`config.mk`:
```
export PLATFORM = sky130hd
export DESIGN_NAME = mae_ram
export DESIGN_NICKNAME = d
export VERILOG_FILES = /design/src/rtl/mae_pkg.sv /design/src/rtl/mae_ram.sv
export SDC_FILE = /design/constraint.sdc
export NUM_CORES = 2
export LEC_CHECK = 0
export CAP_MARGIN = 20
export CORE_MARGIN = 2
export CORE_UTILIZATION = 45
export CTS_BUF_LIST = sky130_fd_sc_hd__clkbuf_16
export CTS_CLUSTER_DIAMETER = 50
export DETAILED_ROUTE_END_ITERATION = 10
export DONT_BUFFER_PORTS = 1
export GPL_ROUTABILITY_DRIVEN = 0
export GPL_TIMING_DRIVEN = 0
export PLACE_DENSITY_LB_ADDON = 0.12
export SYNTH_ARGS = -nofsm -noshare
export SYNTH_HDL_FRONTEND = slang
export SYNTH_SLANG_ARGS = --single-unit
```
`constraint.sdc`:
```
create_clock -name clock -period 4.4 [get_ports clock]
set_clock_uncertainty 0.15 [all_clocks]
set_input_delay 0.44 -clock clock [delete_from_list [all_inputs] [get_ports clock]]
set_output_delay 0.44 -clock clock [all_outputs]
set_load 0.02 [all_outputs]
```
`src/rtl/mae_pkg.sv`:
```
`timescale 1ns / 1ps
// ----------------------------------------------------------------------------
// mae_pkg: shared types and constants of the matrix add / multiply engine
// Item payload structs, mode and status codes, register indexes and the
// operation codes of the shared arithmetic unit.
// ----------------------------------------------------------------------------
package mae_pkg;

   // Default sizing, handed to the top level parameters
   localparam int MAX_DIM_DEF    = 8;
   localparam int DATA_WIDTH_DEF = 32;

   // Fixed field widths of the item payloads
   localparam int CFG_W       = 4;
   localparam int CSR_INDEX_W = 2;
   localparam int ROW_W       = 3;
   localparam int COL_W       = 3;
   localparam int VALUE_W     = 32;

   // Register indexes of the configuration port
   localparam logic [CSR_INDEX_W-1:0] REG_A_ROWS = 2'd0;
   localparam logic [CSR_INDEX_W-1:0] REG_A_COLS = 2'd1;
   localparam logic [CSR_INDEX_W-1:0] REG_B_ROWS = 2'd2;
   localparam logic [CSR_INDEX_W-1:0] REG_B_COLS = 2'd3;

   typedef enum logic [1:0] {
      MODE_LOAD_A = 2'd0,
      MODE_LOAD_B = 2'd1,
      MODE_ADD    = 2'd2,
      MODE_MUL    = 2'd3
   } mode_type;

   typedef enum logic [1:0] {
      STATUS_OK       = 2'd0,
      STATUS_MISMATCH = 2'd1,
      STATUS_BAD_IDX  = 2'd2,
      STATUS_EMPTY    = 2'd3
   } status_type;

   // Operations of the shared multiply / add unit
   typedef enum logic [2:0] {
      MAC_HOLD   = 3'd0,
      MAC_CLEAR  = 3'd1,
      MAC_SUM    = 3'd2,
      MAC_MUL_LL = 3'd3,
      MAC_MUL_LH = 3'd4,
      MAC_MUL_HL = 3'd5,
      MAC_ACC_HI = 3'd6
   } mac_op_type;

   typedef struct packed {
      mode_type                   mode;
      logic [ROW_W-1:0]           row_index;
      logic [COL_W-1:0]           col_index;
      logic signed [VALUE_W-1:0]  load_value;
   } req_payload_type;

   typedef struct packed {
      logic [ROW_W-1:0]           out_row;
      logic [COL_W-1:0]           out_col;
      logic signed [VALUE_W-1:0]  out_value;
      status_type                 status;
      logic                       last;
   } rsp_payload_type;

endpackage

```
`src/rtl/mae_ram.sv`:
```
`timescale 1ns / 1ps
// ----------------------------------------------------------------------------
// mae_ram: generic single-write, single-read RAM
// One write port and one read port with registered read data.
// ----------------------------------------------------------------------------
module mae_ram import mae_pkg::*; #(
   parameter  int WIDTH  = DATA_WIDTH_DEF,
   parameter  int DEPTH  = MAX_DIM_DEF * MAX_DIM_DEF,
   localparam int ADDR_W = (DEPTH > 1) ? $clog2(DEPTH) : 1
) (
   input  logic              clock,
   input  logic              wr_en,
   input  logic [ADDR_W-1:0] wr_addr,
   input  logic [WIDTH-1:0]  wr_data,
   input  logic [ADDR_W-1:0] rd_addr,
   output logic [WIDTH-1:0]  rd_data
);

   logic [WIDTH-1:0] mem_ff [DEPTH];
   logic [WIDTH-1:0] rd_data_ff;

   // Write on enable, register the read word every cycle
   always_ff @(posedge clock) begin
      if (wr_en) begin
         mem_ff[wr_addr] <= wr_data;
      end
      rd_data_ff <= mem_ff[rd_addr];
   end

   assign rd_data = rd_data_ff;

endmodule

```
# Word-level counts from Yosys, hierarchy flattened
# Memories as Yosys holds them, arrays and structs flattened. A register that Yosys moved wholly into a read port is not among the register bits.
# Index checks and enable logic that the tools add are counted.
dict set report word_totals {
  reg_bits 0
  mem_bits_rw 2048
  in_bits 46
  out_inout_bits 32
  n_memories 1
}
dict set report op_classes {
  muxes 2
}
# name depth word_bits rd rd_ports_with_merged_regs write_ports line
set memory_table {}
lappend memory_table {mem_ff 64 32 1 1 1 mae_ram.sv:19} ;# logic [WIDTH-1:0] mem_ff [DEPTH];
# cell n
set op_table {}
lappend op_table {{$mux 1} 2}

# Depth between registers and ports, before layout
dict set report depth {
  ltp_word 2
  depth_mapped 10
  mapped_depth_nobuf 5
}

# Worst setup path after synthesis
# No wires, ideal clock.
dict set report synth_path {
  kind {input to register}
  start {input wr_addr[3]}
  end {memory mem_ff[48][0] in the netlist's numbering (enable)}
  arrival_ps 3139
  required_ps 3789
  setup_slack_ps 650
  path_stages 4
  path_buffers 1
  path_cell_list {clkbuf_1 nor2b_1 nand4b_1 nor3_1}
}
# element line
set synth_lines {}
lappend synth_lines {{start, declared} mae_ram.sv:13} ;# input logic [ADDR_W-1:0] wr_addr,
lappend synth_lines {{end, declared} mae_ram.sv:19}
# Straight into the memory's write port.

==> results by group <==
Timing
  • Slew @ Worst Pin: 1.23 ns
  • Unrepaired setup endpoints after global routing: false
  • Fin. Hold Viols: 0
  • FMAX: 231 MHz
  • Relative slew slack: 18.3%
  • Minimum clock period: 4.32 ns
  • Final setup margin: 0.0781 ns
  • Fin crit share: 98.2%
  • Max Slew Vio Count: 0
  • Final setup viols: 0

Clock network
  • # hold bufs at CTS: 65
  • CTS tree: built
  • Sink Count: 2080
  • Post-CTS resize count: 0
  • Clk_lat worst skew: 0.87 ns
  • Root Buffer: clkbuf_16
  • Clock buffer depth: 3
  • H-tree depth: 4
  • Worst-path clk slew: 0.06 ns
  • Post-CTS setup repair buffer count: 0
  • CTS Buf Count: 211

GRT
  • Largest net degree at the start of global routing: 65
  • Overflow after GRT: 0
  • GRT Resource Usage Total: 28.5%
  • Initial antenna violation count: 19
  • Vias in the first global route: 39440
  • First-pass GRT wire length: 339000 um

Synthesis
  • Syn Std Cell Area: 78500 sq um
  • Post-synth ARST share: 0%
  • Yosys cell types: 34
  • Synth Register Bits: 2080
  • Number of synthesized flops with an enable pin: 2048
  • Syn avg cell area: 23.6 sq um
  • Syn Inst Count: 3324
  • Yosys Warn Count: 0
  • Synth Net Count: 3370
  • Primary FF master, synth: edfxtp_1
  • Seq/Total Area, Yosys: 79.1%

Detailed routing
  • Post-route ant nets: 0
  • Drt wl/cell: 40.6 um
  • 1st-iter DRT viols: 5808
  • Drt first pass iters: 5
  • Drt via density: 6.39
  • Via count: 39850
  • DRC viols: 0
  • Post-Route WL: 253000 um

Setup path
  • Worst-path fanout max: 10
  • Critical path launch point type: input port
  • R2r setup slk: 1.43 ns
  • Worst EP required: 4.96 ns
  • CP Class: in -> reg
  • Worst EP arrival: 4.88 ns
  • Crit. End Element: register

Power and ir drop
  • Sw frac: 22.3%
  • Internal: 32.4 mW
  • Switching power: 9.32 mW
  • Peak supply drop: 0.000352 V
  • Pwr/cell area: 452 nW/um^2
  • Gate power share: 5.7%
  • Reg power frac: 52.8%
  • Leak Pwr: 29.0 nW
  • Clock group share of total power: 41.5%

Die
  • Initial Utilization: 45.2%
  • Chip Width: 422 um
  • Core region area: 174000 sq um
  • Die Y: 422 um
  • Row cnt: 153
  • Io pins: 78
  • Die area: 178000 sq um

Finish
  • Sequential Area: 62100 sq um
  • Finished Core Util: 53.2%
  • Layout cells sized above 1: 29.3%
  • Layout area overhead: 17.6%
  • Fin cells: 6232
  • Layout filler cell count: 13059
  • Area taken by multi-input logic gates: 16000 sq um
  • Nets: 3767

Placement
  • Pre-CTS WS: -0.592 ns
  • I/O Buffers: 0
  • Placed Instances: 5766
  • Post-DP HPWL: 169000 um

Outcome
  • Status: completed

Flow run
  • Max-Cap Viols: 0

Hold path
  • Hold Crit Class: in -> reg
[per-layer routing]
metal,global-route usage (%),part of all wire [%]
met3,6.03,10
met2,45.2,48
met5,0,0.0087
met4,13.7,5.5
met1,38.0,37
[worst max-delay path, stage by stage]
cell      delay (ns)
buf_2           0.47
buf_2           0.49
buf_2           0.38
buf_1           0.88
nand3b_1        0.76
o221ai_1        0.47
a21oi_1         0.30
a21oi_1         0.47
nor2_1          0.16
[Yosys cell counts, types with 7 or more instances]
cell type  count  area, sq um
edfxtp_1    2048        61500
mux4_2       544        12300
nor2_1       137          514
mux2i_1       93          931
o22ai_1       84          526
clkbuf_1      74          278
a21oi_1       62          310
buf_2         57          285
dfxtp_1       32          641
o221ai_1      27          236
nand2_1       26         97.6
buf_4         25          188
buf_1         21         78.8
nor2b_1       15         93.8
a22oi_1       12         90.1
a311oi_1       8         70.1
nand2b_1       8         50.1
nor3_1         7         35.0
[registers in the layout, indices dropped and copies added, names as in the netlist]
name and count:
mem_ff 2048, rd_data 32
[final cells by class]
cell class | count | area share (%)
flip-flops and latches | 2080 | 67.3
multi-input cells | 1062 | 17.3
clock buffers | 213 | 5.78
repair buffers | 184 | 3.99
well taps | 2325 | 3.15
clock inverters | 180 | 1.48
plain buffers | 182 | 0.965
diodes | 6 | 0.0163
[per-stage QoR]
step	hold WS (ns)	setup TNS (ns)	power (mW)	area (sq um)
floorplan	0.389	0	23.5	78500
global placement	0.396	-3052.20	24.3	81400
detailed placement	0.396	-5.45	24.4	84400
CTS	0.00622	0	41.9	92300
global route	0.0637	0	42.8	92300
finish	0.0629	0	41.8	92300
[power by group through the flow]
stage	clock network [mW]	registers (mW)	logic (mW)
floorplan	0	22.4	1.07
global placement	0	22.5	1.83
detailed placement	0	22.5	1.91
CTS	17.5	22.1	2.37
global route	18.3	22.1	2.45
finish	17.3	22.0	2.38
[path summary, 6_finish.rpt]
check,from,end,depth (start not counted)
worst max-delay path,rd_addr[1],rd_data[19],9
worst max register to register,mem_ff[27][18],rd_data[18],4
worst min-delay path,wr_addr[0],mem_ff[48][8],2
worst min register to register,mem_ff[8][17],rd_data[17],4
[cells in the final DEF, fill, tap and decap left out, types with 21 or more instances in the layout]
| cell type | Yosys | final |
|---|---|---|
| o22ai_1 | 84 | 84 |
| mux4_2 | 544 | 544 |
| clkbuf_16 | 0 | 213 |
| clkinv_2 | 0 | 35 |
| mux2i_1 | 93 | 93 |
| a21oi_1 | 62 | 62 |
| nor2_1 | 137 | 75 |
| buf_4 | 25 | 26 |
| dfxtp_1 | 32 | 32 |
| buf_16 | 0 | 62 |
| inv_1 | 0 | 60 |
| o221ai_1 | 27 | 27 |
| buf_1 | 21 | 21 |
| dlygate4sd3_1 | 0 | 33 |
| buf_2 | 57 | 57 |
| buf_12 | 0 | 69 |
| nor2_4 | 0 | 62 |
| clkinv_1 | 0 | 45 |
| edfxtp_1 | 2048 | 2048 |
| clkbuf_1 | 74 | 70 |
| nand2_1 | 26 | 26 |
[kinds of logic (layout without fill, tap and decap cells)]
kind of cell | Yosys count | count (layout) | share of synthesized area (%)
AOI/OAI and AO/OA | 202 | 202 | 1.67
buffers and inverters | 182 | 759 | 1.13
other | 0 | 6 | 0
muxes | 637 | 637 | 16.8
DFF | 2080 | 2080 | 79.1
and+or+nand+nor | 223 | 223 | 1.27
Note: power is estimated with default switching activity, not from simulation.
