<file path="src/rtl/mae_pkg.sv">
`timescale 1ns / 1ps
// ----------------------------------------------------------------------------
// mae_pkg: shared types and constants of the matrix add / multiply engine
// Item payload structs, mode and status codes, register indexes and the
// operation codes of the shared arithmetic unit.
// ----------------------------------------------------------------------------
package mae_pkg;

   // Default sizing, handed to the top level parameters
   localparam int MAX_DIM_DEF    = 8;
   localparam int DATA_WIDTH_DEF = 32;

   // Fixed field widths of the item payloads
   localparam int CFG_W       = 4;
   localparam int CSR_INDEX_W = 2;
   localparam int ROW_W       = 3;
   localparam int COL_W       = 3;
   localparam int VALUE_W     = 32;

   // Register indexes of the configuration port
   localparam logic [CSR_INDEX_W-1:0] REG_A_ROWS = 2'd0;
   localparam logic [CSR_INDEX_W-1:0] REG_A_COLS = 2'd1;
   localparam logic [CSR_INDEX_W-1:0] REG_B_ROWS = 2'd2;
   localparam logic [CSR_INDEX_W-1:0] REG_B_COLS = 2'd3;

   typedef enum logic [1:0] {
      MODE_LOAD_A = 2'd0,
      MODE_LOAD_B = 2'd1,
      MODE_ADD    = 2'd2,
      MODE_MUL    = 2'd3
   } mode_type;

   typedef enum logic [1:0] {
      STATUS_OK       = 2'd0,
      STATUS_MISMATCH = 2'd1,
      STATUS_BAD_IDX  = 2'd2,
      STATUS_EMPTY    = 2'd3
   } status_type;

   // Operations of the shared multiply / add unit
   typedef enum logic [2:0] {
      MAC_HOLD   = 3'd0,
      MAC_CLEAR  = 3'd1,
      MAC_SUM    = 3'd2,
      MAC_MUL_LL = 3'd3,
      MAC_MUL_LH = 3'd4,
      MAC_MUL_HL = 3'd5,
      MAC_ACC_HI = 3'd6
   } mac_op_type;

   typedef struct packed {
      mode_type                   mode;
      logic [ROW_W-1:0]           row_index;
      logic [COL_W-1:0]           col_index;
      logic signed [VALUE_W-1:0]  load_value;
   } req_payload_type;

   typedef struct packed {
      logic [ROW_W-1:0]           out_row;
      logic [COL_W-1:0]           out_col;
      logic signed [VALUE_W-1:0]  out_value;
      status_type                 status;
      logic                       last;
   } rsp_payload_type;

endpackage

</file>
<file path="src/rtl/mae_mac.sv">
`timescale 1ns / 1ps
// ----------------------------------------------------------------------------
// mae_mac: shared multiply / add unit
// One half-width multiplier and one adder. A full product term is built from
// three partial products (low x low, low x high, high x low), which is all
// that counts modulo 2^DATA_WIDTH, and folded into the accumulator.
// ----------------------------------------------------------------------------
module mae_mac import mae_pkg::*; #(
   parameter int DATA_WIDTH = DATA_WIDTH_DEF
) (
   input  logic                  clock,
   input  mac_op_type            op,
   input  logic [DATA_WIDTH-1:0] a_operand,
   input  logic [DATA_WIDTH-1:0] b_operand,
   output logic [DATA_WIDTH-1:0] acc
);

   localparam int HALF_W = (DATA_WIDTH + 1) / 2;
   localparam int PROD_W = 2 * HALF_W;

   logic [HALF_W-1:0]     a_lo, a_hi, b_lo, b_hi;
   logic [HALF_W-1:0]     mul_x, mul_y;
   logic [PROD_W-1:0]     product;
   logic [DATA_WIDTH-1:0] add_x, add_y, sum;
   logic [DATA_WIDTH-1:0] acc_ff, acc_in;
   logic [PROD_W-1:0]     prod_ff, prod_in;

   // Split operands into halves
   assign a_lo = a_operand[HALF_W-1:0];
   assign b_lo = b_operand[HALF_W-1:0];
   assign a_hi = HALF_W'(a_operand[DATA_WIDTH-1:HALF_W]);
   assign b_hi = HALF_W'(b_operand[DATA_WIDTH-1:HALF_W]);

   // Select the multiplier inputs for this partial product
   always_comb begin
      unique case (op)
         MAC_MUL_LH: begin
            mul_x = a_lo;
            mul_y = b_hi;
         end
         MAC_MUL_HL: begin
            mul_x = a_hi;
            mul_y = b_lo;
         end
         default: begin
            mul_x = a_lo;
            mul_y = b_lo;
         end
      endcase
   end

   assign product = PROD_W'(mul_x) * PROD_W'(mul_y);

   // Select the adder inputs: element sum or accumulate of the last product
   always_comb begin
      add_x = acc_ff;
      add_y = '0;
      unique case (op)
         MAC_SUM: begin
            add_x = a_operand;
            add_y = b_operand;
         end
         MAC_MUL_LH: add_y = DATA_WIDTH'(prod_ff);
         MAC_MUL_HL, MAC_ACC_HI: add_y = DATA_WIDTH'(prod_ff) << HALF_W;
         default: add_y = '0;
      endcase
   end

   assign sum = add_x + add_y;

   // Next accumulator and product register
   always_comb begin
      acc_in  = acc_ff;
      prod_in = prod_ff;
      unique case (op)
         MAC_CLEAR:  acc_in = '0;
         MAC_SUM:    acc_in = sum;
         MAC_MUL_LL: prod_in = product;
         MAC_MUL_LH, MAC_MUL_HL: begin
            acc_in  = sum;
            prod_in = product;
         end
         MAC_ACC_HI: acc_in = sum;
         default: begin
            acc_in  = acc_ff;
            prod_in = prod_ff;
         end
      endcase
   end

   always_ff @(posedge clock) begin
      acc_ff  <= acc_in;
      prod_ff <= prod_in;
   end

   assign acc = acc_ff;

endmodule

</file>
<file path="config.mk">
export PLATFORM = sky130hd
export DESIGN_NAME = mae_mac
export DESIGN_NICKNAME = d
export VERILOG_FILES = /design/src/rtl/mae_pkg.sv /design/src/rtl/mae_mac.sv
export SDC_FILE = /design/constraint.sdc
export NUM_CORES = 1
export LEC_CHECK = 0
export BUFFER_PORTS_ARGS = -buffer_cell sky130_fd_sc_hd__buf_2
export CAP_MARGIN = 40
export CORE_MARGIN = 5
export CORE_UTILIZATION = 45
export DETAILED_ROUTE_END_ITERATION = 8
export PLACE_DENSITY_LB_ADDON = 0.15
export RECOVER_POWER = 50
export SETUP_SLACK_MARGIN = 0.05
export SYNTH_ARGS = -nofsm -noshare
export SYNTH_HDL_FRONTEND = slang
export SYNTH_SLANG_ARGS = --single-unit
export TNS_END_PERCENT = 10
</file>
<file path="constraint.sdc">
create_clock -name clock -period 10.7 [get_ports clock]
set_input_delay 1.605 -clock clock [delete_from_list [all_inputs] [get_ports clock]]
set_output_delay 1.605 -clock clock [all_outputs]
set_load 0.02 [all_outputs]
</file>
; Word-level counts from Yosys, hierarchy flattened
; Index checks and enable logic that the tools add are counted.
; W data, S select, Z words.
[totals]
register_bits = 64
inputBits = 68
output_inout_bits = 32
wordCells = 19
[classes]
add_sub_neg = 1
n_mul = 1
n_eq_ne = 6
n_mux = 5
reduce_logical = 4
[ops]
columns = operator, count
row1 = $pmux W32 S3, 1
row2 = $pmux W32 S2, 1
row3 = $add A32 B32 Y32, 1
row4 = $mul A16 B16 Y32, 1
row5 = $mux W16, 2
row6 = $mux W32, 1
row7 = $eq A3 B3 Y1 const B, 3
row8 = $eq A3 B2 Y1 const B, 2
row9 = $reduce_or A4 Y1, 1
row10 = $eq A3 B1 Y1 const B, 1
row11 = $reduce_or A3 Y1, 1
row12 = $reduce_bool A2 Y1, 1
row13 = $reduce_or A2 Y1, 1

; Logic depth before layout (Yosys ltp)
; Gate-level depths: netlist (run 1).
[logic_depth]
word_depth = 5
mapped_depth = 28
depth_no_buf = 24

; Least setup slack after synthesis (run 1)
; No wires, ideal clock.
[synth_path]
kind = in2reg
startpoint = input op[1]
endpoint = register prod_ff[28], data pin
setup_ps = 265
arrival_time_ps = 7771
required_time_ps = 10435
setup_slack_ps = 2665
path_stages = 24
path_buffers = 3
cell_sequence = buf_2 nor2_1 buf_2 buf_2 nand2_1 nand2_1 nand2_1 fa_1 fa_1 fa_1 fa_1 inv_1 fa_1 inv_1 fa_1 inv_1 ha_1 a21oi_1 o21ai_0 a211oi_1 a31oi_4 a211oi_2 o211ai_1 xor2_1
[synth_via]
elab_chain_cells = 3
elab_cells_between_ends = 5
classes_between = mul: 1 / eq/ne: 2 / mux: 2
[synth_rtl]
columns = element, line
row1 = from (decl), mae_mac.sv:12  ; input mac_op_type op,
row2 = $eq A3 B3 Y1, mae_mac.sv:36  ; unique case (op)
row3 = $mux W16, mae_mac.sv:36
row4 = $mul A16 B16 Y32 (*), mae_mac.sv:52  ; assign product = PROD_W'(mul_x) * PROD_W'(mul_y);
row5 = via product[28], mae_mac.sv:23  ; logic [PROD_W-1:0] product;
row6 = to (signal assigned), mae_mac.sv:93  ; prod_ff <= prod_in;
row7 = to (decl), mae_mac.sv:26  ; logic [PROD_W-1:0] prod_ff, prod_in;
; Mark *: on every way through the listed nets, which the timed path passes. The rest lies on a longest branch.
; A chain may end at the register's enable or synchronous reset.

; Final worst setup path (run 1)
[layout_path]
startpoint = input op[1]
endpoint = register prod_ff[31], data pin
; The elaborated chain is that of the path after synthesis.

==> flow_summary.ini, run 1 <==
[grt]
grt_first_pass_wirelength_um = 72100
grt_max_degree = 34
global_route.usage.total = 0.278
antenna_found_initial = 0
gr-total-overflow = 0
first_global_vias = 12000

[timing]
timing_max_transition_violations_final = 62
max_freq_ghz = 0.107
finalWorstPathRequiredPeriod_ns = 9.36
max-slew-margin-rel = -0.265
final.setup.tns_ns = 0
setup_viol = 0
number_of_failing_hold_endpoints_at_the_final_stage = 0
tightestPinTransition_ns = 1.90
final_min_period_over_clock_period = 0.875
timing.clock.skew_ns = 0.00897
unrepaired_setup_endpoints_after_global_routing = false

[die]
core_um2 = 30600
design.portCount = 100
initial_core_util = 0.455
row_count = 64
floorplan.die_area_um2 = 34500
horizontal_die_dimension_um = 186
chipHeight_um = 186

[yosys]
synth_ff_type = edfxtp_1
syn_area_um2 = 13900
synthDistinctLibCells = 64
netlist.area_leader.share = 0.281
synth.yosys.seq_area_share = 0.138
synth_top_area_cell = fa_1
synth_nets = 1987
yosysWarningCount = 0
synth_area_leaders = fa_1, edfxtp_1, ha_1
yosys_register_bits = 64
async_reset_ff_frac = 0
synth_cells = 1589
number_of_flops_mapped_to_enable_cells_by_yosys = 64
postSynthAreaPerCell_um2 = 8.75

[clocking]
htree_num_levels = 3
cts.sinks = 64
tritoncts.num_buffers = 9
tritoncts = yes
clk_pin_slew_worst_paths_ns = 0.06
cts_max_path_buffers = 2
clockRootBuffer = clkbuf_16
cts_resized = 0
cts_hold_repair.buffers = 0
insertion_delay_ns = 0.34
post_cts_buffers = 0

[drt]
totalWireLength_um = 47600
drc = 0
routedWlPerCell_um = 22.9
dr.first_iter.drc_count = 1073
drt.antenna.violating_nets = 0
vias_per_cell = 5.75
via_count = 11900
firstDrtPassIters = 5

[placed_design]
place_congestion = 0.981
io_buf_count = 99
post-dp-hpwl_um = 39300

[critical_path]
critical_path_class = in2reg
worst_setup_path_end_kind = flop
req_time_crit_path_ns = 10.78
cp_max_fo = 28
cp_data_arrival_time_ns = 9.44
timing.critical_path.from_type = input port

[worst_hold_path]
holdCritPathClass = reg2reg

[cells_and_area]
finish.net_count = 2070
synthToLayoutAreaGrowth_pct = 9.20
post_route_cells_drive_above_1_share = 0.116
layout.cells.most_common_list = nand2_1, inv_1, fa_1

[status]
status = finished with violations
failed_checks = max-capacitance violations, max-slew violations

[flow_run]
cap_violations = 2
==> critical path, cell delays in order <==
cell and delay [ns]:
clkbuf_1 1.16, or2_2 0.63, nand2_1 0.14, nand2_1 0.51, nand2_1 0.16, fa_1 0.54
fa_1 0.57, fa_1 0.45, fa_1 0.55, inv_1 0.05, fa_1 0.47, inv_1 0.05
fa_1 0.47, inv_1 0.04, ha_1 0.35, o21ai_0 0.20, o21bai_1 0.12, o31ai_1 0.33
o22ai_1 0.30, a31oi_1 0.34, mux2_2 0.38
==> per-stage QoR <==
stage                     hold WS [ns]  setup WS [ns]  instances   util  area (um2)
after floorplan                  0.784           2.66       1589      -       13900
after global placement           0.805           1.22       2050  0.485       14800
after detailed placement         0.805           1.51       2056  0.487       14900
after CTS                        0.820           1.89       2072  0.499       15300
after global routing             0.874          0.932       2073  0.496       15200
final                            0.845           1.34       2074  0.497       15200
==> cells in the mapped netlist, drive strengths merged, types with 6 or more instances <==
library cell,n
mux2i,36
a211oi,12
o21a,9
ha,135
xnor2,27
xor2,19
and3,8
nor2b,8
o211ai,8
nand4,8
o31ai,6
o21bai,6
nor2,178
clkbuf,27
nand2,244
a21oi,67
nor3,11
nand3,17
a21o,17
a31oi,7
o21ai,50
mux2,61
buf,29
and2,9
inv,244
a22oi,16
nand2b,11
fa,195
edfxtp,64
a22o,16
==> sequential cells by signal, summed over array words and instances, names as in the netlist <==
signal   cells
acc         32
prod_ff     32
==> final cells by class <==
cell class,instances,area (um2)
fillers,3028,15400
multi-input cells,1225,10800
flip-flops and latches,64,1920
inverters,244,916
repair buffers,128,668
well taps,396,495
clock buffers,9,225
clock inverters,7,125
diodes,1,2.50
==> routing by layer <==
metal  wire [um]  global-route usage  vias to the layer above
li1            -                   -                     5389
met1       20200               0.387                     5916
met2       22100               0.454                      545
met3        3780              0.0481                       78
met4        1470              0.0717                        0
met5           0                   0                        -
==> path summary, 6_finish.rpt <==
check,startpoint,to,slack [ns],cells after the start
hold / removal,acc[0],acc[0],0.85,3
setup reg to reg,prod_ff[0],acc[25],6.78,11
hold reg to reg,acc[0],acc[0],0.85,3
setup / recovery,op[1],prod_ff[31],1.34,21
==> kinds of logic after synthesis <==
| kind of cell | count (synthesis) | share of synthesized area |
|---|---|---|
| buffers and inverters | 300 | 0.0855 |
| and+or+nand+nor | 512 | 0.154 |
| xor gates and xnor gates | 46 | 0.0290 |
| adders and majority gates | 330 | 0.402 |
| muxes | 97 | 0.0753 |
| DFF | 64 | 0.138 |
| AOI/OAI and AO/OA | 240 | 0.116 |
Power of run 1 is not shown: default switching activity piles up to over one toggle a cycle in this logic, so the estimate is an artifact.
==> inputs of run 2 (changes only) <==
Clock period 10.7 ns to 8.95 ns, I/O delays scaled along.
==> flow_summary.ini, run 2 (same netlist as run 1, synthesis figures left out) <==
[clocking]
htree_num_levels = 3
insertion_delay_ns = 0.35
post_cts_buffers = 0
cts.sinks = 64
tritoncts.num_buffers = 9
clockRootBuffer = clkbuf_16
clk_pin_slew_worst_paths_ns = 0.06
cts_max_path_buffers = 2
cts_resized = 0
tritoncts = yes
cts_hold_repair.buffers = 0

[timing]
max-slew-margin-rel = -0.270
number_of_failing_hold_endpoints_at_the_final_stage = 0
setup_viol = 0
unrepaired_setup_endpoints_after_global_routing = false
timing_max_transition_violations_final = 33
final_min_period_over_clock_period = 0.926
final.setup.tns_ns = 0
finalWorstPathRequiredPeriod_ns = 8.29
timing.clock.skew_ns = 0.0121
max_freq_ghz = 0.121
tightestPinTransition_ns = 1.91

[cells_and_area]
finish.net_count = 2081
post_route_cells_drive_above_1_share = 0.120
core_utilization_of_the_finished_layout = 0.499
filler_cell_count = 3052
diode_count = 0
layout.cells.most_common_list = nand2_1, inv_1, fa_1
synthToLayoutAreaGrowth_pct = 9.68

[critical_path]
worst_setup_path_end_kind = flop
cp_data_arrival_time_ns = 8.37
r2r-end = acc[31]
critical_path_class = in2reg
req_time_crit_path_ns = 9.04
worstSetupStartpoint = op[1]
worstReg2RegStart = prod_ff[6]
timing.reg2reg.worst_path_depth = 11
setup.worst_path.end = prod_ff[28]
cp_max_fo = 21
timing.critical_path.from_type = input port
r2r_slack_ns = 5.31

[placed_design]
place_congestion = 0.943
post-dp-hpwl_um = 39700
io_buf_count = 99

[die]
core_um2 = 30600
row_count = 64
initial_core_util = 0.455
design.portCount = 100
horizontal_die_dimension_um = 186
floorplan.die_area_um2 = 34500
chipHeight_um = 186

[flow_run]
cap_violations = 1

[status]
status = finished with violations
failed_checks = max-capacitance violations, max-slew violations

[grt]
global_route.usage.total = 0.276
gr-total-overflow = 0
first_global_vias = 12000
grt_first_pass_wirelength_um = 71900
grt_max_degree = 33
antenna_found_initial = 0

[worst_hold_path]
holdCritPathClass = reg2reg
worstHoldPathCells = 3

[drt]
firstDrtPassIters = 7
routedWlPerCell_um = 22.6
via_count = 12100
drt.antenna.violating_nets = 0
totalWireLength_um = 47200
drc = 0
dr.first_iter.drc_count = 1213
vias_per_cell = 5.80
run 2: cell types whose count changed in the layout (fill, tap and decap cells not counted):
cell,delta
buf_4,+12
buf_6,-1
clkbuf_1,+1
clkbuf_4,-1
clkinv_1,+1
clkinvlp_4,+1
diode_2,-1
inv_6,-2
run 2: worst max-delay path: stages:
cell,delay [ns]
clkbuf_1,0.60
or2_2,0.60
nand2_1,0.10
nand2_1,0.31
nand2_1,0.14
fa_1,0.52
fa_1,0.57
fa_1,0.46
fa_1,0.54
inv_1,0.05
fa_1,0.47
inv_1,0.05
fa_1,0.47
inv_1,0.04
ha_1,0.36
a21oi_1,0.22
o21ai_0,0.17
a211oi_1,0.40
a31oi_4,0.15
a211oi_2,0.45
o211ai_1,0.19
xor2_1,0.16
run 2: per-stage QoR:
step / std cells / hold WS [ns] / setup slack [ns] / area [um2]
after floorplan: 1589 / 0.784 / 1.18 / 13900
after global placement: 2067 / 0.841 / 0.697 / 15000
after detailed placement: 2068 / 0.843 / 0.529 / 15000
after CTS: 2084 / 0.863 / 0.913 / 15300
after global routing: 2084 / 0.914 / 0.313 / 15300
final: 2084 / 0.882 / 0.664 / 15300
run 2: how the worst min path moves through the flow:
stage,slack (ns),to,from
3_5_place_dp,0.84,acc[31],acc[31]
3_3_place_gp,0.84,acc[31],acc[31]
5_1_grt,0.91,acc[0],acc[0]
2_1_floorplan,0.78,acc[0],prod_ff[0]
4_1_cts,0.86,acc[0],acc[0]
6_report,0.88,acc[0],acc[0]
run 2: cell type report:
| cell class | instances | area (um2) | area share |
|---|---|---|---|
| clock inverters | 7 | 119 | 0.00779 |
| multi-input cells | 1225 | 10800 | 0.710 |
| flip-flops and latches | 64 | 1920 | 0.126 |
| repair buffers | 139 | 743 | 0.0487 |
| inverters | 244 | 916 | 0.0600 |
| clock buffers | 9 | 225 | 0.0148 |
| well taps | 396 | 495 | 0.0325 |
run 2: layer usage:
layer | vias to the layer above | track usage | share of wire
met2 | 527 | 0.439 | 0.46
met5 | - | 0 | 0
met1 | 6066 | 0.396 | 0.43
li1 | 5403 | - | -
met4 | 0 | 0.0880 | 0.040
met3 | 94 | 0.0315 | 0.074
Power of run 2 is left out for the same reason.
==> inputs of run 3 (changes only) <==
Settings changed: CORE_UTILIZATION 45 to 30, MAX_ROUTING_LAYER set to met4.
==> flow_summary.ini, run 3 (same netlist as run 1, synthesis figures left out) <==
[status]
status = finished with violations
failed_checks = max-capacitance violations, max-slew violations

[clocking]
tritoncts = yes
cts.sinks = 64
htree_num_levels = 3
tritoncts.num_buffers = 9
cts_max_path_buffers = 2
insertion_delay_ns = 0.36
cts_resized = 0
post_cts_buffers = 0
clockRootBuffer = clkbuf_16
cts_hold_repair.buffers = 0
clk_pin_slew_worst_paths_ns = 0.07

[cells_and_area]
post_route_cells_drive_above_1_share = 0.123
diode_count = 0
synthToLayoutAreaGrowth_pct = 12.2
finish.net_count = 2088
layout.cells.most_common_list = nand2_1, inv_1, fa_1
filler_cell_count = 4800

[grt]
first_global_vias = 12100
grt_max_degree = 33
grt_first_pass_wirelength_um = 79700
gr-total-overflow = 0
global_route.usage.total = 0.214
antenna_found_initial = 1

[timing]
setup_viol = 0
finalHoldWorstSlack_ns = 0.867
max-slew-margin-rel = -0.304
tightestPinTransition_ns = 1.96
unrepaired_setup_endpoints_after_global_routing = false
finalWorstPathRequiredPeriod_ns = 8.11
timing_max_transition_violations_final = 33
timing.clock.skew_ns = 0.0114
final_min_period_over_clock_period = 0.906
number_of_failing_hold_endpoints_at_the_final_stage = 0
final.setup.tns_ns = 0
max_freq_ghz = 0.123

[drt]
via_count = 11700
routedWlPerCell_um = 22.9
vias_per_cell = 5.11
dr.first_iter.drc_count = 741
totalWireLength_um = 52500
drc = 0
firstDrtPassIters = 5
drt.antenna.violating_nets = 0

[die]
chipHeight_um = 225
initial_core_util = 0.305
row_count = 78
core_um2 = 45600
design.portCount = 100
floorplan.die_area_um2 = 50800
horizontal_die_dimension_um = 225

[worst_hold_path]
holdCritPathClass = reg2reg

[placed_design]
post-dp-hpwl_um = 44900
io_buf_count = 99
place_congestion = 0.928

[critical_path]
timing.critical_path.from_type = input port
critical_path_class = in2reg
cp_max_fo = 21
cp_data_arrival_time_ns = 8.20
worst_setup_path_end_kind = flop
req_time_crit_path_ns = 9.04

[flow_run]
cap_violations = 1
-- run 3: worst paths after layout --
| kind | from | to | slack, ns | depth (start not counted) |
|---|---|---|---|---|
| min | acc[0] | acc[0] | 0.87 | 3 |
| max | op[2] | prod_ff[28] | 0.84 | 23 |
| min reg2reg | acc[0] | acc[0] | 0.87 | 3 |
| max reg2reg | prod_ff[0] | acc[25] | 5.44 | 11 |
-- run 3: area by class of cell --
class | instances | area (um2) | area share
Timing Repair Buffer | 146 | 836 | 0.0536
Multi-Input combinational cell | 1225 | 10800 | 0.695
Clock inverter | 7 | 110 | 0.00706
Sequential cell | 64 | 1920 | 0.123
Inverter | 244 | 916 | 0.0587
Tap cell | 600 | 751 | 0.0481
Clock buffer | 9 | 225 | 0.0144
-- run 3: per-stage QoR --
| step | cells | setup WS, ns | cell area [um2] | util |
|---|---|---|---|---|
| 6_report | 2295 | 0.844 | 15600 | 0.342 |
| 5_1_grt | 2295 | 0.518 | 15600 | 0.342 |
| 4_1_cts | 2294 | 0.917 | 15700 | 0.344 |
| 3_5_place_dp | 2278 | 0.555 | 15300 | 0.336 |
| 3_3_place_gp | 2276 | 0.684 | 15300 | 0.335 |
| 2_1_floorplan | 1589 | 1.18 | 13900 | - |
-- run 3: routing by layer --
metal  share of wire  up-vias  global-route usage  wire length (um)
met4           0.014        0              0.0324               734
met1            0.46     5977               0.294             24300
met5               0        -                   -                 0
met2            0.48      306               0.349             25200
li1                -     5417                   -                 -
met3           0.042       35              0.0245              2180
-- run 3: worst max-delay path, cell delays in order --
cell and delay, ns:
buf_2 0.26, nand2_1 0.15, or2_2 0.52, nand2_1 0.15, nand2_1 0.33, nand2_1 0.23, fa_1 0.47, fa_1 0.57
fa_1 0.45, fa_1 0.55, inv_1 0.05, fa_1 0.47, inv_1 0.05, fa_1 0.48, inv_1 0.04, ha_1 0.35
a21oi_1 0.22, o21ai_0 0.17, a211oi_1 0.41, a31oi_4 0.15, a211oi_2 0.44, o211ai_1 0.18, xor2_1 0.17
Power of run 3 is left out for the same reason.
